==> config.mk <==
export PLATFORM = sky130hd
export DESIGN_NAME = subtractive_lagged_fibonacci_rng_core
export DESIGN_NICKNAME = d
export VERILOG_FILES = /design/src/sv/slfr_pkg.sv /design/src/sv/slfr_ram.sv /design/src/sv/subtractive_lagged_fibonacci_rng_core.sv
export SDC_FILE = /design/constraint.sdc
export NUM_CORES = 2
export LEC_CHECK = 0
export ABC_AREA = 1
export BUFFER_PORTS_ARGS = -buffer_cell sky130_fd_sc_hd__buf_2
export CORE_ASPECT_RATIO = 0.9
export CORE_MARGIN = 5
export CORE_UTILIZATION = 52
export CTS_CLUSTER_SIZE = 16
export DETAILED_ROUTE_END_ITERATION = 10
export PLACE_DENSITY = 0.67
export SLEW_MARGIN = 20
export SYNTH_ARGS = -nofsm -noshare
export SYNTH_HDL_FRONTEND = slang
export SYNTH_SLANG_ARGS = --single-unit
==> constraint.sdc <==
create_clock -name aclk -period 8.8 [get_ports aclk]
set_clock_uncertainty 0.1 [all_clocks]
set_input_delay 0.88 -clock aclk [delete_from_list [all_inputs] [get_ports aclk]]
set_output_delay 0.88 -clock aclk [all_outputs]
set_load 0.01 [all_outputs]
==> src/sv/slfr_pkg.sv <==
// Shared types and constants for the subtractive lagged-Fibonacci generator.
// No dependencies; imported by the core, the checker and the testbench.
package slfr_pkg;

    localparam int VALUE_W = 30;
    localparam int SEED_W  = 28;
    localparam int PTR_W   = 6;

    localparam int TABLE_LEN   = 55;
    localparam int LAG_START   = 31;
    localparam int MIX_OFFSET  = 30;
    localparam int MIX_PASSES  = 4;
    localparam int SCATTER     = 21;
    localparam int PASS_W      = 2;

    localparam logic [VALUE_W-1:0] MODULUS   = 30'd1000000000;
    localparam logic [SEED_W-1:0]  SEED_BASE = 28'd161803398;
    localparam logic [SEED_W-1:0]  DEFAULT_SEED_RESET = 28'd1;

    localparam logic CMD_DRAW   = 1'b0;
    localparam logic CMD_RESEED = 1'b1;

    typedef enum logic [3:0] {
        ST_IDLE,
        ST_FILL_FIRST,
        ST_FILL,
        ST_MIX_RDA,
        ST_MIX_RDB,
        ST_MIX_WR,
        ST_DRAW_RDA,
        ST_DRAW_RDB,
        ST_DRAW_WR
    } slfr_state_t;

    // Step a table position through 1..55; anything at or above 55 wraps to 1.
    function automatic logic [PTR_W-1:0] ptr_advance(input logic [PTR_W-1:0] p);
        logic [PTR_W-1:0] r;
        if (p >= PTR_W'(TABLE_LEN)) begin
            r = PTR_W'(1);
        end else begin
            r = p + PTR_W'(1);
        end
        return r;
    endfunction

endpackage

==> src/sv/slfr_ram.sv <==
// Generic single-write, single-read RAM with registered read data.
// No dependencies; holds the lag table of the generator core.
module slfr_ram #(
    parameter int WIDTH = 30,
    parameter int DEPTH = 55
) (
    input  logic                     aclk,
    input  logic                     wr_en,
    input  logic [$clog2(DEPTH)-1:0] wr_addr,
    input  logic [WIDTH-1:0]         wr_data,
    input  logic [$clog2(DEPTH)-1:0] rd_addr,
    output logic [WIDTH-1:0]         rd_data
);

    logic [WIDTH-1:0] mem_reg [DEPTH];
    logic [WIDTH-1:0] rd_data_reg;

    always_ff @(posedge aclk) begin
        if (wr_en) begin
            mem_reg[wr_addr] <= wr_data;
        end
        rd_data_reg <= mem_reg[rd_addr];
    end

    assign rd_data = rd_data_reg;

endmodule

==> src/sv/subtractive_lagged_fibonacci_rng_core.sv <==
// Subtractive lagged-Fibonacci generator core (modulo 10^9, 55 entries, lag 31).
// Depends on slfr_pkg and slfr_ram (the lag table).
//
// A draw (cmd 0) returns the next value in [0, 999999999]; divide by 10^9 for a
// uniform real in [0,1). A reseed (cmd 1) rebuilds the table from seed, mixes it
// and discards one draw; it returns no result. A draw before any reseed first
// seeds from default_seed. Seeds above 161803398 saturate. All table work goes
// through one subtract-and-wrap unit and the single read port of the table RAM,
// in read-read-write steps: a draw shows its result when its step ends (held while
// an earlier result is unaccepted), and the block is ready again in that same
// cycle; a reseed (or the first draw) runs 55 fill writes, then 220 mixing steps,
// then the draw. s_ready is low while an item is being worked on.
module subtractive_lagged_fibonacci_rng_core (
    input  logic                         aclk,
    input  logic                         aresetn,
    input  logic                         cfg_wr_en,
    input  logic [slfr_pkg::SEED_W-1:0]  cfg_wr_data,
    input  logic                         s_valid,
    output logic                         s_ready,
    input  logic                         s_cmd,
    input  logic [slfr_pkg::SEED_W-1:0]  s_seed,
    output logic                         m_valid,
    input  logic                         m_ready,
    output logic [slfr_pkg::VALUE_W-1:0] m_random_value
);
    import slfr_pkg::*;

    slfr_state_t         state_reg, state_next;
    logic [SEED_W-1:0]   default_seed_reg;
    logic [PTR_W-1:0]    lead_reg, lead_next;
    logic [PTR_W-1:0]    lag_reg, lag_next;
    logic                seeded_reg, seeded_next;
    logic                emit_reg, emit_next;
    logic [VALUE_W-1:0]  cur_reg, cur_next;
    logic [VALUE_W-1:0]  prev_reg, prev_next;
    logic [VALUE_W-1:0]  opa_reg, opa_next;
    logic [PTR_W-1:0]    pos_reg, pos_next;
    logic [PTR_W-1:0]    step_reg, step_next;
    logic [PTR_W-1:0]    mix_i_reg, mix_i_next;
    logic [PTR_W-1:0]    mix_j_reg, mix_j_next;
    logic [PASS_W-1:0]   pass_reg, pass_next;
    logic                out_valid_reg, out_valid_next;
    logic [VALUE_W-1:0]  out_value_reg, out_value_next;

    logic                ram_wr_en;
    logic [PTR_W-1:0]    ram_wr_addr;
    logic [VALUE_W-1:0]  ram_wr_data;
    logic [PTR_W-1:0]    ram_rd_addr;
    logic [VALUE_W-1:0]  ram_rd_data;

    logic                in_xfer;
    logic [SEED_W-1:0]   seed_src;
    logic [SEED_W-1:0]   seed_sat;
    logic [VALUE_W-1:0]  seed_start;
    logic [VALUE_W-1:0]  sub_a, sub_b, sub_res;
    logic [VALUE_W:0]    sub_diff;
    logic [PTR_W:0]      pos_sum;
    logic                out_free;

    slfr_ram #(
        .WIDTH (VALUE_W),
        .DEPTH (TABLE_LEN)
    ) u_table (
        .aclk    (aclk),
        .wr_en   (ram_wr_en),
        .wr_addr (ram_wr_addr),
        .wr_data (ram_wr_data),
        .rd_addr (ram_rd_addr),
        .rd_data (ram_rd_data)
    );

    assign s_ready        = (state_reg == ST_IDLE);
    assign in_xfer        = s_valid && s_ready;
    assign m_valid        = out_valid_reg;
    assign m_random_value = out_value_reg;
    assign out_free       = !out_valid_reg || m_ready;

    // Seed saturation and starting value
    always_comb begin
        seed_src   = (s_cmd == CMD_RESEED) ? s_seed : default_seed_reg;
        seed_sat   = (seed_src > SEED_BASE) ? SEED_BASE : seed_src;
        seed_start = VALUE_W'(SEED_BASE - seed_sat);
    end

    // Shared subtract-and-wrap unit
    always_comb begin
        if (state_reg == ST_FILL) begin
            sub_a = cur_reg;
            sub_b = prev_reg;
        end else begin
            sub_a = opa_reg;
            sub_b = ram_rd_data;
        end
        sub_diff = {1'b0, sub_a} - {1'b0, sub_b};
        if (sub_diff[VALUE_W]) begin
            sub_res = VALUE_W'(sub_diff + {1'b0, MODULUS});
        end else begin
            sub_res = sub_diff[VALUE_W-1:0];
        end
    end

    assign pos_sum = {1'b0, pos_reg} + (PTR_W+1)'(SCATTER);

    always_comb begin
        state_next     = state_reg;
        lead_next      = lead_reg;
        lag_next       = lag_reg;
        seeded_next    = seeded_reg;
        emit_next      = emit_reg;
        cur_next       = cur_reg;
        prev_next      = prev_reg;
        opa_next       = opa_reg;
        pos_next       = pos_reg;
        step_next      = step_reg;
        mix_i_next     = mix_i_reg;
        mix_j_next     = mix_j_reg;
        pass_next      = pass_reg;
        out_valid_next = out_valid_reg && !m_ready;
        out_value_next = out_value_reg;
        ram_wr_en      = 1'b0;
        ram_wr_addr    = mix_i_reg - PTR_W'(1);
        ram_wr_data    = sub_res;
        ram_rd_addr    = mix_j_reg - PTR_W'(1);

        case (state_reg)
            ST_IDLE: begin
                if (in_xfer) begin
                    cur_next = seed_start;
                    if (s_cmd == CMD_RESEED) begin
                        emit_next  = 1'b0;
                        state_next = ST_FILL_FIRST;
                    end else if (seeded_reg) begin
                        emit_next  = 1'b1;
                        state_next = ST_DRAW_RDA;
                    end else begin
                        emit_next  = 1'b1;
                        state_next = ST_FILL_FIRST;
                    end
                end
            end
            ST_FILL_FIRST: begin
                ram_wr_en   = 1'b1;
                ram_wr_addr = PTR_W'(TABLE_LEN - 1);
                ram_wr_data = cur_reg;
                prev_next   = VALUE_W'(1);
                pos_next    = PTR_W'(SCATTER);
                step_next   = PTR_W'(1);
                state_next  = ST_FILL;
            end
            ST_FILL: begin
                ram_wr_en   = 1'b1;
                ram_wr_addr = pos_reg - PTR_W'(1);
                ram_wr_data = prev_reg;
                prev_next   = sub_res;
                cur_next    = prev_reg;
                if (pos_sum >= (PTR_W+1)'(TABLE_LEN)) begin
                    pos_next = PTR_W'(pos_sum - (PTR_W+1)'(TABLE_LEN));
                end else begin
                    pos_next = pos_sum[PTR_W-1:0];
                end
                step_next = step_reg + PTR_W'(1);
                if (step_reg == PTR_W'(TABLE_LEN - 1)) begin
                    mix_i_next = PTR_W'(1);
                    mix_j_next = PTR_W'(MIX_OFFSET + 2);
                    pass_next  = '0;
                    state_next = ST_MIX_RDA;
                end
            end
            ST_MIX_RDA: begin
                ram_rd_addr = mix_i_reg - PTR_W'(1);
                state_next  = ST_MIX_RDB;
            end
            ST_MIX_RDB: begin
                opa_next   = ram_rd_data;
                state_next = ST_MIX_WR;
            end
            ST_MIX_WR: begin
                ram_wr_en  = 1'b1;
                mix_i_next = ptr_advance(mix_i_reg);
                mix_j_next = ptr_advance(mix_j_reg);
                state_next = ST_MIX_RDA;
                if (mix_i_reg == PTR_W'(TABLE_LEN)) begin
                    pass_next = pass_reg + PASS_W'(1);
                    if (pass_reg == PASS_W'(MIX_PASSES - 1)) begin
                        lead_next   = '0;
                        lag_next    = PTR_W'(LAG_START);
                        seeded_next = 1'b1;
                        state_next  = ST_DRAW_RDA;
                    end
                end
            end
            ST_DRAW_RDA: begin
                lead_next   = ptr_advance(lead_reg);
                lag_next    = ptr_advance(lag_reg);
                ram_rd_addr = ptr_advance(lead_reg) - PTR_W'(1);
                state_next  = ST_DRAW_RDB;
            end
            ST_DRAW_RDB: begin
                opa_next    = ram_rd_data;
                ram_rd_addr = lag_reg - PTR_W'(1);
                state_next  = ST_DRAW_WR;
            end
            ST_DRAW_WR: begin
                ram_rd_addr = lag_reg - PTR_W'(1);
                ram_wr_addr = lead_reg - PTR_W'(1);
                if (!emit_reg) begin
                    ram_wr_en  = 1'b1;
                    state_next = ST_IDLE;
                end else if (out_free) begin
                    ram_wr_en      = 1'b1;
                    out_valid_next = 1'b1;
                    out_value_next = sub_res;
                    state_next     = ST_IDLE;
                end
            end
            default: begin
                state_next = ST_IDLE;
            end
        endcase
    end

    always_ff @(posedge aclk) begin
        if (!aresetn) begin
            state_reg <= ST_IDLE;
        end else begin
            state_reg <= state_next;
        end
    end

    always_ff @(posedge aclk) begin
        if (!aresetn) begin
            default_seed_reg <= DEFAULT_SEED_RESET;
            lead_reg         <= '0;
            lag_reg          <= PTR_W'(LAG_START);
            seeded_reg       <= 1'b0;
            emit_reg         <= 1'b0;
            out_valid_reg    <= 1'b0;
            pos_reg          <= '0;
            step_reg         <= '0;
            mix_i_reg        <= '0;
            mix_j_reg        <= '0;
            pass_reg         <= '0;
        end else begin
            if (cfg_wr_en) begin
                default_seed_reg <= cfg_wr_data;
            end
            lead_reg      <= lead_next;
            lag_reg       <= lag_next;
            seeded_reg    <= seeded_next;
            emit_reg      <= emit_next;
            out_valid_reg <= out_valid_next;
            pos_reg       <= pos_next;
            step_reg      <= step_next;
            mix_i_reg     <= mix_i_next;
            mix_j_reg     <= mix_j_next;
            pass_reg      <= pass_next;
        end
    end

    always_ff @(posedge aclk) begin
        cur_reg       <= cur_next;
        prev_reg      <= prev_next;
        opa_reg       <= opa_next;
        out_value_reg <= out_value_next;
    end

endmodule

==> reports/results.ini <==
[die]
die_area_sq_mm = 0.1613
fp-row-count = 136
die_w_um = 422.8
ioPinCount = 94
core_sq_mm = 0.1526
die_h_um = 381.5
start_util_pct = 52.24

[clock_network]
clk_latency_ps = 820
tritoncts = yes
cts_resized = 0
clkSlewWorstSetupHoldPaths_ps = 60
cts_buffer_depth = 3
post_cts_hold_buffer_count = 0
cts-root-buf = clkbuf_16
cts_setup_buffers = 0
htree_levels = 4
cts_sinks = 1873
cts_buffers = 183

[sta]
totalNegativeSetupSlack_ps = 0
period_share_pct = 70.62
hold_viol = 0
worst_pin_slew_ps = 1235
slew_violations = 0
rsz0062_at_grt = no
holdWs_ps = 176.2
fin_crit_ps = 6214
setup_violations = 0
max_slew_margin_pct = 17.66
fmax_mhz = 160.9

[yosys]
ys.flop_type = edfxtp_1
ys_warn_count = 0
synth_seq_area_share_pct = 69.24
ys_top_cells_by_area = edfxtp_1 (67%), o21ai_0 (5.8%), nor2_1 (5.7%)
syn_avg_cell_area_sq_um = 11.45
synth_top_area_share_pct = 66.66
syn_inst = 6963
ys_ff_latch = 1873
synthArstFlopShare_pct = 0
netlist_area_sq_mm = 0.07974
synth_edf_count = 1770
yosysUniqueCellTypes = 62
netlist.top_cell.by_area = edfxtp_1
yosysMostFrequentCell = edfxtp_1
synthesis.nets = 7070
synth_common_cells = edfxtp_1 (1770), nor2_1 (1207), o21ai_0 (932)

[power_and_ir_drop]
power_density_mw_per_mm2 = 373.2
power_uw = 33030
seq_power_share_pct = 45.7
clkPwrFrac_pct = 23.4
ir_drop_uv = 505.2
sw_frac_of_total_pct = 36.66
p_sw_uw = 12110
p_leak_uw = 0.03013
p_comb_share_pct = 30.9
p_int_uw = 20920

[worst_hold_path]
holdCritStartpoint = cfg_wr_data[0]
hp-class = primary input to flip-flop
hold_path_end = default_seed_reg[0]
hold_depth = 3

[global_routing]
grt_usage_pct = 28.52
grt_overflow = 0
grt_max_degree = 179
grt_antenna_before_repair = 12
grt_pass1_vias = 52080
grt_pass1_wl_um = 343800

[critical_path]
crit_type = flip-flop to flip-flop
critical_path.slowest_cell = nand3_2
timing.critical_path.mode_cell = nand2_1
required_ps = 8910
setup.worst_path.start_class = flip-flop
worst_setup_path_end_kind = flip-flop
r2r_cells = 20
r2r-start = state_reg[1]
crit_chain = inv_1, nor2_2, inv_1, nor2_4, buf_4, nand2_1, a21boi_0, ha_1, a21oi_1, o21ai_0, a21oi_1, nand3_1, xnor2_1, nor2_1, nor2_1, nand2_1, o21ai_0, nand2_1, nand2_1, nand3_2
worstPathArrival_ps = 6320
reg2reg_slack_ps = 2590
r2r_end = u_table.mem_reg[16][20]
cp_max_fo = 62
max_stage_delay_ps = 820

[status]
status = finished, final reports clean

[drt]
routed_via_density = 6.107
wirelength_um = 235700
wl_per_cell_um = 25.84
antenna_left = 0
drc = 0
drt_iter0_drc = 7599
vias = 55700
drt_pass1_iterations = 8

[cells_and_area]
fillCellCount = 12220
final_cell_count_no_fill = 9120
drive_gt1_share_pct = 8.912
largest_reg_flops = 1650
final_nets = 7065
syn2layout_area_growth_pct = 11.01

[flow_run]
drv_cap = 0

[place]
dpl.cell_count = 8774
io_buffer_count = 93
hpwl_um = 130800
gp_congestion = 0.9149

metal layers:
| metal | vias up | track usage (%) | share of wire (%) |
|---|---|---|---|
| met5 | - | 0 | 0 |
| met4 | 0 | 9.626 | 3.6 |
| met3 | 441 | 6.221 | 11 |
| met2 | 2970 | 43.99 | 45 |
| met1 | 27270 | 40.57 | 41 |
| li1 | 25020 | - | - |
area by class of cell:
cell class	count	area (sq um)	share of cell area [%]
sequential	1873	55210	62.37
multi-input combinational	4304	21860	24.69
clock buffer	248	5029	5.681
tap	2001	2504	2.828
timing repair buffer	222	1572	1.775
inverter	374	1426	1.611
clock inverter	93	904.6	1.022
antenna	5	12.51	0.01413
cell families after synthesis:
group / after synthesis / share of synthesized area [%]
AO/OA/AOI/OAI: 1682 / 12.48
XOR/XNOR: 43 / 0.4723
adder cells (fa/ha/maj): 45 / 0.7155
buffers and inverters: 786 / 4.155
flip-flops: 1873 / 69.24
AND/OR/NAND/NOR: 2534 / 12.93
layout by cell type, fill, tap and decap left out, types with 5 or more instances in the layout:
cell type  count
a21boi_0      20
a21oi_1      146
and2_1         5
buf_12        11
buf_2         93
buf_4        118
bufinv_16     12
clkbuf_1      49
clkbuf_16    187
clkbuf_8      12
clkinv_1      26
clkinv_2      36
clkinv_8       5
dfxtp_1      103
diode_2        5
edfxtp_1    1770
ha_1          44
inv_1        360
inv_2          9
inv_6          6
nand2_1      799
nand2_2       20
nand2_4        7
nand3_1      418
nand3b_1       9
nand4_1       21
nor2_1      1150
nor2_2         6
nor2_4        60
nor3_1        16
o211ai_1     388
o21ai_0      932
o21ai_1       53
o21ai_2        6
o221ai_1      89
o31ai_1        5
or2_2          8
xnor2_1       10
xor2_1        33
worst max-delay path: cells and delay by family (launching register included):
kind                       cells  cell delay, ps
and+or+nand+nor               10            2200
AOI/OAI and AO/OA              5            1140
buffers and inverters          3             700
xor gates and xnor gates       1             560
adders and majority gates      1             440
DFF                            1             390
worst max-delay path by stage:
stage,start,to,slack (ps),cells past startpoint
finish,state_reg[1],u_table.mem_reg[16][20],2590,20
global route,state_reg[1],u_table.mem_reg[16][20],2070,20
CTS,state_reg[1],u_table.mem_reg[16][20],2700,20
detailed placement,state_reg[1],u_table.mem_reg[16][20],2740,20
global placement,state_reg[1],u_table.mem_reg[29][21],2850,26
floorplan,state_reg[1],u_table.mem_reg[0][17],3170,26
power by group through the flow:
stage          Sequential [uW]  Clock [uW]  Combinational, uW
6_report                 15100        7750              10200
5_1_grt                  15100        8220              10900
4_1_cts                  15100        7830              10000
3_5_place_dp             15300           0               9990
3_3_place_gp             15300           0               9810
2_1_floorplan            15500           0               5150
stage by stage:
step | worst slack (ps) | cell area [sq um] | util (%)
4_1_cts | 2704 | 88470 | 57.96
3_3_place_gp | 2846 | 82520 | 54.06
5_1_grt | 2073 | 88510 | 57.98
2_1_floorplan | 3165 | 79740 | -
3_5_place_dp | 2737 | 82540 | 54.07
6_report | 2586 | 88520 | 57.99
Note: power is estimated with default switching activity, not from simulation.
